===== config.mk =====
export PLATFORM = sky130hd
export DESIGN_NAME = padded_nd_index_mapper_unit
export DESIGN_NICKNAME = d
export VERILOG_FILES = /design/src/rtl/pndim_pkg.sv /design/src/rtl/padded_nd_index_mapper_unit.sv
export SDC_FILE = /design/constraint.sdc
export NUM_CORES = 2
export LEC_CHECK = 0
export ABC_AREA = 1
export BUFFER_PORTS_ARGS = -buffer_cell sky130_fd_sc_hd__buf_2
export CAP_MARGIN = 20
export CORE_ASPECT_RATIO = 0.5
export CORE_UTILIZATION = 35
export CTS_CLUSTER_DIAMETER = 60
export DETAILED_ROUTE_END_ITERATION = 16
export PLACE_DENSITY = 0.5
export SETUP_SLACK_MARGIN = 0.02
export SYNTH_ARGS = -nofsm -noshare
export SYNTH_HDL_FRONTEND = slang
export SYNTH_SLANG_ARGS = --single-unit

===== constraint.sdc =====
create_clock -name clk -period 25.7 [get_ports clk]
set_clock_uncertainty 0.05 [all_clocks]
set_input_delay 5.14 -clock clk [delete_from_list [all_inputs] [get_ports clk]]
set_output_delay 5.14 -clock clk [all_outputs]
set_load 0.05 [all_outputs]

===== src/rtl/pndim_pkg.sv =====
// pndim_pkg: shared types, codes and per-axis helper functions of the
// padded n-axis index mapper. No dependencies.
package pndim_pkg;

	localparam int unsigned NUM_AXES   = 3;
	localparam int unsigned COORD_W    = 17;
	localparam int unsigned INDEX_W    = 32;
	localparam int unsigned SIZE_W     = 16;
	localparam int unsigned PAD_W      = 11;
	localparam int unsigned DELTA_W    = 16;
	localparam int unsigned AXIS_W     = 2;
	localparam int unsigned OP_W       = 2;
	localparam int unsigned CFG_IDX_W  = 3;
	localparam int unsigned CFG_DATA_W = 16;

	typedef logic [COORD_W-1:0]       coord_t;
	typedef logic [SIZE_W-1:0]        axsize_t;
	typedef logic signed [PAD_W-1:0]  pad_t;
	typedef logic [PAD_W-1:0]         abspad_t;
	typedef logic [INDEX_W-1:0]       index_t;
	typedef logic [AXIS_W-1:0]        axis_t;
	typedef logic [OP_W-1:0]          op_t;

	// operation codes
	localparam op_t OP_SET_ALL = 2'd0;
	localparam op_t OP_SET_ONE = 2'd1;
	localparam op_t OP_MOVE    = 2'd2;
	localparam op_t OP_ADVANCE = 2'd3;

	// configuration register indexes
	localparam logic [CFG_IDX_W-1:0] CFG_ACTIVE = 3'd0;
	localparam logic [CFG_IDX_W-1:0] CFG_SIZE_0 = 3'd1;
	localparam logic [CFG_IDX_W-1:0] CFG_SIZE_1 = 3'd2;
	localparam logic [CFG_IDX_W-1:0] CFG_SIZE_2 = 3'd3;
	localparam logic [CFG_IDX_W-1:0] CFG_PAD_0  = 3'd4;
	localparam logic [CFG_IDX_W-1:0] CFG_PAD_1  = 3'd5;
	localparam logic [CFG_IDX_W-1:0] CFG_PAD_2  = 3'd6;

	// zero axes counts as one
	function automatic axis_t f_axes_used(input logic [1:0] a);
		return (a == 2'd0) ? axis_t'(1) : axis_t'(a);
	endfunction

	function automatic abspad_t f_abs_pad(input pad_t p);
		return p[PAD_W-1] ? abspad_t'(-p) : abspad_t'(p);
	endfunction

	// padded extent: size plus positive padding on both ends
	function automatic coord_t f_bound(input axsize_t s, input pad_t p);
		logic [PAD_W:0] twice;
		twice = {p, 1'b0};
		return coord_t'(s) + (p[PAD_W-1] ? coord_t'(0) : coord_t'(twice));
	endfunction

	// buffer extent: size less the crop on both ends, floored at zero
	function automatic axsize_t f_ext(input axsize_t s, input pad_t p);
		logic signed [COORD_W:0] e;
		abspad_t ab;
		ab = f_abs_pad(p);
		e = $signed({2'b00, s});
		if (p[PAD_W-1]) begin
			e = e - $signed({6'b0, ab, 1'b0});
		end
		return e[COORD_W] ? axsize_t'(0) : e[SIZE_W-1:0];
	endfunction

	// |pad| <= c < size + pad
	function automatic logic f_in_content(input coord_t c, input axsize_t s, input pad_t p);
		logic signed [COORD_W+1:0] hi;
		abspad_t ab;
		ab = f_abs_pad(p);
		hi = $signed({3'b000, s}) + $signed({{8{p[PAD_W-1]}}, p});
		return (c >= coord_t'(ab)) && ($signed({2'b00, c}) < hi);
	endfunction

endpackage


===== src/rtl/padded_nd_index_mapper_unit.sv =====
// padded_nd_index_mapper_unit: keeps a padded position on up to three axes and
// maps it to a linear buffer index. Depends on pndim_pkg.
//
//  channel   handshake               payload
//  -------   ---------------------   ----------------------------------------------
//  command   start / busy            operation, axis, delta, pos_0..pos_2
//  result    done (one-cycle beat)   accepted, index_valid, mapped_index,
//                                    changed_axis, wrapped, cur_0..cur_2
//  config    cfg_valid / cfg_ready   cfg_index, cfg_data
//
// one command per cycle; each result passes the input register, coordinate update,
// per-axis offset multiply and index sum into the result register.
// busy and cfg_ready stay at their idle levels; nothing stalls either side.
// arst_n clears the pipeline, the position and loads the register defaults.
// the receiver cannot stall: each done beat is taken in its own cycle.
module padded_nd_index_mapper_unit (
	input  logic                                clk,
	input  logic                                arst_n,
	input  logic                                start,
	output logic                                busy,
	input  logic [pndim_pkg::OP_W-1:0]          operation,
	input  logic [pndim_pkg::AXIS_W-1:0]        axis,
	input  logic signed [pndim_pkg::DELTA_W-1:0] delta,
	input  logic [pndim_pkg::COORD_W-1:0]       pos_0,
	input  logic [pndim_pkg::COORD_W-1:0]       pos_1,
	input  logic [pndim_pkg::COORD_W-1:0]       pos_2,
	output logic                                done,
	output logic                                accepted,
	output logic                                index_valid,
	output logic [pndim_pkg::INDEX_W-1:0]       mapped_index,
	output logic [pndim_pkg::AXIS_W-1:0]        changed_axis,
	output logic                                wrapped,
	output logic [pndim_pkg::COORD_W-1:0]       cur_0,
	output logic [pndim_pkg::COORD_W-1:0]       cur_1,
	output logic [pndim_pkg::COORD_W-1:0]       cur_2,
	input  logic                                cfg_valid,
	output logic                                cfg_ready,
	input  logic [pndim_pkg::CFG_IDX_W-1:0]     cfg_index,
	input  logic [pndim_pkg::CFG_DATA_W-1:0]    cfg_data
);

	localparam int unsigned N = pndim_pkg::NUM_AXES;

	// configuration
	logic [1:0]                active_q;
	pndim_pkg::axsize_t        size_q   [N];
	pndim_pkg::pad_t           pad_q    [N];
	pndim_pkg::axsize_t        stride1_q;
	pndim_pkg::index_t         stride2_q;
	pndim_pkg::axsize_t        size_n   [N];
	pndim_pkg::pad_t           pad_n    [N];
	pndim_pkg::axis_t          n_used;
	pndim_pkg::axis_t          n_new;
	logic                      cfg_we;

	// position
	pndim_pkg::coord_t         coord_q  [N];
	pndim_pkg::coord_t         bound_w  [N];

	// stage 1: command register
	logic                      s1_valid;
	pndim_pkg::op_t            op_s1;
	pndim_pkg::axis_t          axis_s1;
	logic signed [pndim_pkg::DELTA_W-1:0] delta_s1;
	pndim_pkg::coord_t         pos_s1   [N];

	// stage 2: updated position
	pndim_pkg::coord_t         coord_nxt [N];
	logic                      acc_b;
	pndim_pkg::axis_t          chg_b;
	logic                      wrap_b;
	logic                      s2_valid;
	logic                      acc_s2;
	pndim_pkg::axis_t          chg_s2;
	logic                      wrap_s2;
	pndim_pkg::coord_t         cur_s2   [N];

	// stage 3: per-axis products
	logic [N-1:0]              inc_c;
	pndim_pkg::coord_t         offs_c   [N];
	logic                      s3_valid;
	logic                      acc_s3;
	pndim_pkg::axis_t          chg_s3;
	logic                      wrap_s3;
	pndim_pkg::coord_t         cur_s3   [N];
	logic                      ivalid_s3;
	pndim_pkg::index_t         prod0_s3;
	pndim_pkg::index_t         prod1_s3;
	pndim_pkg::index_t         prod2_s3;
	pndim_pkg::index_t         idx_sum;

	assign busy      = 1'b0;
	assign cfg_ready = 1'b1;
	assign cfg_we    = cfg_valid && cfg_ready;
	assign n_used    = pndim_pkg::f_axes_used(active_q);
	assign n_new     = pndim_pkg::f_axes_used(cfg_data[1:0]);

	// register values as they stand after this beat
	always_comb begin
		for (int k = 0; k < N; k++) begin
			size_n[k] = size_q[k];
			pad_n[k]  = pad_q[k];
		end
		if (cfg_we) begin
			case (cfg_index)
				pndim_pkg::CFG_SIZE_0: size_n[0] = cfg_data[pndim_pkg::SIZE_W-1:0];
				pndim_pkg::CFG_SIZE_1: size_n[1] = cfg_data[pndim_pkg::SIZE_W-1:0];
				pndim_pkg::CFG_SIZE_2: size_n[2] = cfg_data[pndim_pkg::SIZE_W-1:0];
				pndim_pkg::CFG_PAD_0:  pad_n[0]  = $signed(cfg_data[pndim_pkg::PAD_W-1:0]);
				pndim_pkg::CFG_PAD_1:  pad_n[1]  = $signed(cfg_data[pndim_pkg::PAD_W-1:0]);
				pndim_pkg::CFG_PAD_2:  pad_n[2]  = $signed(cfg_data[pndim_pkg::PAD_W-1:0]);
				default: ;
			endcase
		end
	end

	always_ff @(posedge clk or negedge arst_n) begin
		if (!arst_n) begin
			active_q  <= 2'd3;
			stride1_q <= pndim_pkg::axsize_t'(1);
			stride2_q <= pndim_pkg::index_t'(1);
			for (int k = 0; k < N; k++) begin
				size_q[k] <= pndim_pkg::axsize_t'(1);
				pad_q[k]  <= '0;
			end
		end else if (cfg_we) begin
			if (cfg_index == pndim_pkg::CFG_ACTIVE) begin
				active_q <= cfg_data[1:0];
			end
			for (int k = 0; k < N; k++) begin
				size_q[k] <= size_n[k];
				pad_q[k]  <= pad_n[k];
			end
			stride1_q <= pndim_pkg::f_ext(size_n[0], pad_n[0]);
			stride2_q <= pndim_pkg::index_t'(pndim_pkg::f_ext(size_n[0], pad_n[0]))
				* pndim_pkg::index_t'(pndim_pkg::f_ext(size_n[1], pad_n[1]));
		end
	end

	always_comb begin
		for (int k = 0; k < N; k++) begin
			bound_w[k] = pndim_pkg::f_bound(size_q[k], pad_q[k]);
		end
	end

	// stage 1
	always_ff @(posedge clk or negedge arst_n) begin
		if (!arst_n) begin
			s1_valid <= 1'b0;
		end else begin
			s1_valid <= start && !busy;
		end
	end

	always_ff @(posedge clk) begin
		if (start && !busy) begin
			op_s1     <= operation;
			axis_s1   <= axis;
			delta_s1  <= delta;
			pos_s1[0] <= pos_0;
			pos_s1[1] <= pos_1;
			pos_s1[2] <= pos_2;
		end
	end

	// stage 2: apply the command to the position
	always_comb begin
		logic signed [pndim_pkg::COORD_W+1:0] tgt;
		logic found;
		for (int k = 0; k < N; k++) begin
			coord_nxt[k] = coord_q[k];
		end
		acc_b  = 1'b0;
		chg_b  = '0;
		wrap_b = 1'b0;
		found  = 1'b0;
		tgt    = '0;
		case (op_s1)
			pndim_pkg::OP_SET_ALL: begin
				acc_b = 1'b1;
				for (int k = 0; k < N; k++) begin
					if (k < n_used && pos_s1[k] >= bound_w[k]) begin
						acc_b = 1'b0;
					end
				end
				for (int k = 0; k < N; k++) begin
					if (acc_b && k < n_used) begin
						coord_nxt[k] = pos_s1[k];
					end
				end
			end
			pndim_pkg::OP_SET_ONE, pndim_pkg::OP_MOVE: begin
				if (axis_s1 < n_used) begin
					if (op_s1 == pndim_pkg::OP_SET_ONE) begin
						tgt = $signed({2'b00, pos_s1[axis_s1]});
					end else begin
						tgt = $signed({2'b00, coord_q[axis_s1]})
							+ $signed({{3{delta_s1[pndim_pkg::DELTA_W-1]}}, delta_s1});
					end
					if (!tgt[pndim_pkg::COORD_W+1]
						&& tgt[pndim_pkg::COORD_W:0] < {1'b0, bound_w[axis_s1]}) begin
						acc_b = 1'b1;
						coord_nxt[axis_s1] = tgt[pndim_pkg::COORD_W-1:0];
					end
				end
			end
			pndim_pkg::OP_ADVANCE: begin
				acc_b = 1'b1;
				// odometer, axis 0 fastest
				for (int k = 0; k < N; k++) begin
					if (k < n_used && !found) begin
						if ({1'b0, coord_q[k]} + 1'b1 < {1'b0, bound_w[k]}) begin
							coord_nxt[k] = coord_q[k] + 1'b1;
							chg_b        = pndim_pkg::axis_t'(k);
							found        = 1'b1;
						end else begin
							coord_nxt[k] = '0;
						end
					end
				end
				if (!found) begin
					wrap_b = 1'b1;
					chg_b  = n_used - 1'b1;
				end
			end
			default: ;
		endcase
	end

	always_ff @(posedge clk or negedge arst_n) begin
		if (!arst_n) begin
			s2_valid <= 1'b0;
			for (int k = 0; k < N; k++) begin
				coord_q[k] <= '0;
			end
		end else begin
			s2_valid <= s1_valid;
			if (s1_valid) begin
				for (int k = 0; k < N; k++) begin
					coord_q[k] <= coord_nxt[k];
				end
			end else if (cfg_we && cfg_index == pndim_pkg::CFG_ACTIVE) begin
				// axes that drop out of use go back to zero
				for (int k = 0; k < N; k++) begin
					if (k >= n_new) begin
						coord_q[k] <= '0;
					end
				end
			end
		end
	end

	always_ff @(posedge clk) begin
		if (s1_valid) begin
			acc_s2  <= acc_b;
			chg_s2  <= op_s1 == pndim_pkg::OP_ADVANCE ? chg_b : '0;
			wrap_s2 <= wrap_b;
			for (int k = 0; k < N; k++) begin
				cur_s2[k] <= coord_nxt[k];
			end
		end
	end

	// stage 3: content check and offset times stride per axis
	always_comb begin
		for (int k = 0; k < N; k++) begin
			if (k < n_used) begin
				inc_c[k]  = pndim_pkg::f_in_content(cur_s2[k], size_q[k], pad_q[k]);
				offs_c[k] = cur_s2[k] - pndim_pkg::coord_t'(pndim_pkg::f_abs_pad(pad_q[k]));
			end else begin
				inc_c[k]  = 1'b1;
				offs_c[k] = '0;
			end
		end
	end

	always_ff @(posedge clk or negedge arst_n) begin
		if (!arst_n) begin
			s3_valid <= 1'b0;
		end else begin
			s3_valid <= s2_valid;
		end
	end

	always_ff @(posedge clk) begin
		if (s2_valid) begin
			acc_s3    <= acc_s2;
			chg_s3    <= chg_s2;
			wrap_s3   <= wrap_s2;
			ivalid_s3 <= &inc_c;
			for (int k = 0; k < N; k++) begin
				cur_s3[k] <= cur_s2[k];
			end
			prod0_s3 <= pndim_pkg::index_t'(offs_c[0]);
			prod1_s3 <= pndim_pkg::index_t'(offs_c[1]) * pndim_pkg::index_t'(stride1_q);
			prod2_s3 <= pndim_pkg::index_t'(offs_c[2]) * stride2_q;
		end
	end

	// stage 4: index sum into the result register
	assign idx_sum = prod0_s3 + prod1_s3 + prod2_s3;

	always_ff @(posedge clk or negedge arst_n) begin
		if (!arst_n) begin
			done <= 1'b0;
		end else begin
			done <= s3_valid;
		end
	end

	always_ff @(posedge clk) begin
		if (s3_valid) begin
			accepted     <= acc_s3;
			index_valid  <= ivalid_s3;
			mapped_index <= ivalid_s3 ? idx_sum : '0;
			changed_axis <= chg_s3;
			wrapped      <= wrap_s3;
			cur_0        <= cur_s3[0];
			cur_1        <= cur_s3[1];
			cur_2        <= cur_s3[2];
		end
	end

	a_result_latency: assert property (@(posedge clk) disable iff (!arst_n)
		(start && !busy) |-> ##4 done)
		else $error("result beat missing four cycles after a command");

	a_wrap_origin: assert property (@(posedge clk) disable iff (!arst_n)
		(done && wrapped) |-> (cur_0 == '0 && cur_1 == '0 && cur_2 == '0))
		else $error("wrap did not return to the origin");

	a_invalid_zero: assert property (@(posedge clk) disable iff (!arst_n)
		(done && !index_valid) |-> (mapped_index == '0))
		else $error("index not zero in padding");

	a_reject_holds: assert property (@(posedge clk) disable iff (!arst_n)
		(s2_valid && !acc_s2) |-> (coord_q[0] == $past(coord_q[0])
			&& coord_q[1] == $past(coord_q[1]) && coord_q[2] == $past(coord_q[2])))
		else $error("rejected command moved the position");

endmodule

* Word-level counts from Yosys, hierarchy flattened
Memories as Yosys holds them, arrays and structs flattened. A register that Yosys moved wholly into a read port is not among the register bits.
Cells that the tools add are included.
** Cells by class
- Reduce and logical (&&, ||, !) cells :: 33
- Add/sub/neg operators :: 26
- Order comparisons :: 22
- Multiply operators :: 3
- Muxes and demuxes :: 87
- Equal/unequal tests :: 9
- Bitwise operators :: 1
** Operators by type and width (count)
- $mux 17 :: 19
- $mux 51 :: 4
- $pmux 51 s3 :: 1
- $mux 11 :: 11
- $mux 16 :: 5
- $lt 18x17->1 :: 4
- $mux 18 :: 4
- $bmux 17 s2 :: 2
- $mux 19 :: 3
- $neg 11->11 :: 5
- $add 17x1->18 const B :: 3
- $add 17x11->18 :: 3
- $lt 18x18->1 :: 3
- $add 16x11->17 :: 3
- $add 17x1->17 const B :: 3
- $bwmux 51 :: 1
- $ge 17x11->1 :: 3
- $ge 17x17->1 :: 3
- $sub 17x11->17 :: 3
- $mux 48 :: 1
- $demux 17 s2 :: 1
- $sub 16x12->17 :: 2
- $mux 33 :: 1
- $add 17x32->32 :: 1
- 30 further kinds :: 92
** Storage, ports and cells
- RAM bits :: 153
- Register bits after elaboration :: 333
- Output and inout port bits :: 91
- Memories kept :: 3
** Memory list
- cur_s2 :: words 3, width 17, rd ports 3, clocked after Yosys merged registers in 0, wr ports 3, line padded_nd_index_mapper_unit.sv:76 : pndim_pkg::coord_t cur_s2 [N];
- cur_s3 :: words 3, width 17, rd ports 3, clocked after Yosys merged registers in 3, wr ports 3, line padded_nd_index_mapper_unit.sv:85 : pndim_pkg::coord_t cur_s3 [N];
- pos_s1 :: words 3, width 17, rd ports 4, clocked after Yosys merged registers in 1, wr ports 3, line padded_nd_index_mapper_unit.sv:65 : pndim_pkg::coord_t pos_s1 [N];

* Longest topological paths before layout
- Word-level depth :: 15
- Mapped depth :: 55

* Least setup slack after synthesis
OpenSTA, ideal clock, no wires.
- Kind :: input port to flip-flop
- Start :: in cfg_valid
- End :: reg stride2_q[24]
- Setup slack :: 12.041 ns
- Library setup time :: 0.133 ns
- Stages :: 49
- Data required time :: 25.517 ns
- Path buffers :: 3
- Arrival time :: 13.476 ns
- Cell sequence :: buf_4 > nand2_1 > inv_2 > nand2_1 > clkbuf_1 > o21ai_0 > ha_1 > nand2_1 > nor2_1 > nand2_1 > nor2_1 > a21oi_1 > xnor2_1 > ha_1 > inv_1 > nor4_1 > nand3_1 > nand4_1 > [... 13 more ...] > inv_1 > fa_1 > fa_1 > inv_1 > fa_1 > inv_1 > ha_1 > a21oi_1 > inv_1 > a221oi_1 > o21ai_0 > a21oi_1 > o21ai_0 > nand3_1 > nand2_1 > or2_2 > nand3_1 > o21ai_0
** Between the ends
- Longest elaborated chain between the ends :: 8
** RTL lines
- start: declaration :: line padded_nd_index_mapper_unit.sv:36 : input logic cfg_valid,
- $mux 33 :: line padded_nd_index_mapper_unit.sv:104 : if (cfg_we) begin
- $neg 11->11 :: line pndim_pkg.sv:45 : return p[PAD_W-1] ? abspad_t'(-p) : abspad_t'(p);
- $mux 11 :: line pndim_pkg.sv:45
- $sub 16x12->17 :: line pndim_pkg.sv:62 : e = e - $signed({6'b0, ab, 1'b0});
- $mux 18 :: line pndim_pkg.sv:61 : if (p[PAD_W-1]) begin
- $mux 18 :: line padded_nd_index_mapper_unit.sv:126 : end else if (cfg_we) begin
- $mux 16 :: line pndim_pkg.sv:64 : return e[COORD_W] ? axsize_t'(0) : e[SIZE_W-1:0];
- $mul 16x16->32 :: line padded_nd_index_mapper_unit.sv:136 : * pndim_pkg::index_t'(pndim_pkg::f_ext(size_n[1], pad_n[1]));
- end signal: assignment :: line padded_nd_index_mapper_unit.sv:121 : stride2_q <= pndim_pkg::index_t'(1);
- end signal: assignment :: line padded_nd_index_mapper_unit.sv:135 : stride2_q <= pndim_pkg::index_t'(pndim_pkg::f_ext(size_n[0], pad_n[0]))
- end: declaration :: line padded_nd_index_mapper_unit.sv:49 : pndim_pkg::index_t stride2_q;
Several ways; a longest one is shown, not always the timed one. The select of a mux whose other input is x is not followed.
A chain may end at the register's enable or synchronous reset.

* Final worst setup path
Same ends and word-level chain as after synthesis.

==> impl_metrics.toml <==
[route]
dr.pass1.iters = 7
via_per_inst = 5.11
antenna_left = 0
vias = 56002
drtIter0Drc = 4813
drcViolationCount = 0
wl_mm = 236
routedWlPerCell_um = 21.5

[global_routing]
met2_usage_pct = 37.9
grt-ovfl-total = 0
grt_pass1_vias = 55741
antenna_found_initial = 5
grt_pass1_wl_mm = 354
grt.busiest_layer = "met2"
grt_use_met1_pct = 33.7
grt_max_degree = 76
grtUsageMet3_pct = 4.33
grt_util_all_layers_pct = 24.1

[logic_synthesis]
yosys_register_bits = 539
synth_edf_count = 351
yosysTopAreaCell = "fa_1"
yosysUniqueCellTypes = 71
yosysSeqAreaShare_pct = 22.6
syn_area_mm2 = 0.0674
syn_area_per_cell_um2 = 8.08
syn_inst = 8341
yosysWarnings = 0
synth.net_count = 9831
synth_top_cell_area_share_pct = 22.3
ys_top_cells_by_area = "fa_1, edfxtp_1, ha_1"
synthFlopType = "edfxtp_1"
async_reset_ff_share_pct = 34.5

[sta]
finalWorstSetupSlack_ns = 10.74
maxSlewHeadroom_pct = 14.4
fmax_mhz = 66.8
tightestPinTransition_ns = 1.28
rsz0062_at_grt = "false"
maxSlewViolCount = 0
tns_ns = 0
finalSetupViolCount = 0
hold_viol_final = 0
fin_crit_sh_pct = 58.2
fin_crit_ns = 14.96

[worst_hold_path]
hold_class = "register to register"
hold_end = "wrapped$_DFFE_PP_"
hold_depth = 0
timing.hold.worst.start = "wrap_s3$_DFFE_PP_"

[clocking]
htreeDepth = 3
numCtsBuffers = 67
clk_latency_ns = 0.68
hold_buffers = 0
clock-sinks = 539
cts-root-buf = "clkbuf_16"
clk_pin_slew_worst_paths_ns = 0.06
cts_setup_buffers = 0
cts_resized = 0
clock_path_buffers = 3
cts_tree = "done"

[finish]
post_route_cells_drive_above_1_share_pct = 5.61
fillCellCount = 19869
mostFrequentLayoutCells = "nand2_1, inv_1, fa_1, nor2_1, ha_1"
syn_to_final_growth_pct = 8.54
layout_commonest_cell = "nand2_1"
nets = 9870

[status]
status = "completed"

[job]
drv_cap = 0

[critical_path]
critPathMostFrequentCell = "nand2_1"
path_max_fanout = 22
cp_slowest_cell = "o21ai_0"
ff2ff_setup_slack_ns = 15.23
crit_path_end_kind = "register"
crit_arrival_ns = 15.45
critPathKind = "primary input to register"
worstSetupStartpointType = "primary input"
worstReg2RegStart = "pad_q[21]$_DFFE_PN0P_"
max_stage_delay_ns = 0.59
worstReg2RegEnd = "stride2_q[24]$_DFFE_PN0P_"
worstPathRequired_ns = 26.19
worstRegToRegCells = 40

[die]
initial_core_util_pct = 35.4
fp.dieW_um = 623
core_area_mm2 = 0.191
die_h_um = 312
io_pins = 185
die_area_mm2 = 0.195
rows = 113

[place]
dp_slack_ns = 10.14
hpwlAfterDp_mm = 191
port-buffer-count = 182
gp_congestion = 0.972
cells in the mapped netlist (15+ instances only):
library cell,instances
o211ai_1,31
clkinv_1,18
nand4_1,199
nor4_1,20
nand2_1,1801
fa_1,750
inv_2,20
nor3_1,67
nand3_1,417
o21ai_0,356
nor2_1,652
edfxtp_1,351
and2_1,55
o21bai_1,22
o221ai_1,20
a21oi_1,409
dfrtp_1,179
o21a_1,23
a31oi_1,21
clkbuf_1,176
buf_2,52
a21o_1,25
inv_1,1520
buf_1,26
ha_1,646
xnor2_1,54
xor2_1,211
or2_2,30
o31ai_1,22
nand2_2,17
nand3b_1,15
routing by layer:
metal | share of wire [%] | vias to the layer above
li1 | - | 26661
met1 | 46 | 27261
met2 | 44 | 1769
met3 | 6.6 | 311
met4 | 3.4 | 0
met5 | 0 | -
state kept, by name, indices dropped and copies added, names as in the netlist, 16 cells and up, named ones only:
signal / flops
mapped_index: 32
cur_s2: 51
cur_s3: 51
prod0_s3: 17
prod1_s3: 32
pad_q: 33
stride1_q: 16
cur_0: 17
coord_q: 51
cur_1: 17
size_q: 48
stride2_q: 32
prod2_s3: 32
delta_s1: 16
pos_s1: 51
cur_2: 17
worst max-delay path, delay by kind of cell:
kind | cells | cell delay, ns
buf+inv | 9 | 1.14
compound gates | 7 | 1.71
simple gates | 19 | 3.27
fa+ha+maj | 9 | 3.98
xor+xnor | 1 | 0.16
cell families (layout without fill, tap and decap cells):
family          count (synthesis)  count (layout)  share of synthesized area [%]
simple gates                 3308            3308                           20.9
xor+xnor                      266             266                           3.47
compound gates               1006            1006                           8.39
buf+inv                      1824            1912                           10.3
fa+ha+maj                    1396            1396                           34.3
other cells                     2               4                         0.0111
flops                         539             539                           22.6
through the flow:
step / cell area (um^2) / hold WS [ns] / utilization (%) / instances
2_1_floorplan: 67400 / 0.350 / - / 8341
3_3_place_gp: 70800 / 0.351 / 37.2 / 10840
3_5_place_dp: 70800 / 0.355 / 37.2 / 10840
4_1_cts: 73200 / 0.369 / 38.4 / 10958
5_1_grt: 73200 / 0.373 / 38.4 / 10961
6_report: 73200 / 0.367 / 38.4 / 10961
how the worst max path moves through the flow:
stage               from                   endpoint  slack [ns]
3_3_place_gp   cfg_valid  stride2_q[24]$_DFFE_PN0P_       10.27
4_1_cts        cfg_valid  stride2_q[24]$_DFFE_PN0P_       10.85
2_1_floorplan  cfg_valid  stride2_q[24]$_DFFE_PN0P_       12.04
3_5_place_dp   cfg_valid  stride2_q[24]$_DFFE_PN0P_       10.14
6_report       cfg_valid  stride2_q[24]$_DFFE_PN0P_       10.74
5_1_grt        cfg_valid  stride2_q[24]$_DFFE_PN0P_        9.78
final cells by class:
| type | instances | area (um^2) | share of cell area, % |
|---|---|---|---|
| inverter | 1560 | 5860 | 8.01 |
| timing repair buffer | 234 | 1320 | 1.80 |
| clock inverter | 43 | 574 | 0.785 |
| multi-input combinational | 5978 | 45200 | 61.8 |
| antenna | 2 | 5.00 | 0.00684 |
| sequential | 539 | 15300 | 20.8 |
| tap | 2530 | 3170 | 4.33 |
| clock buffer | 75 | 1760 | 2.40 |
Power is not shown: default switching activity piles up to over one toggle a cycle in this logic, so the estimate is an artifact.
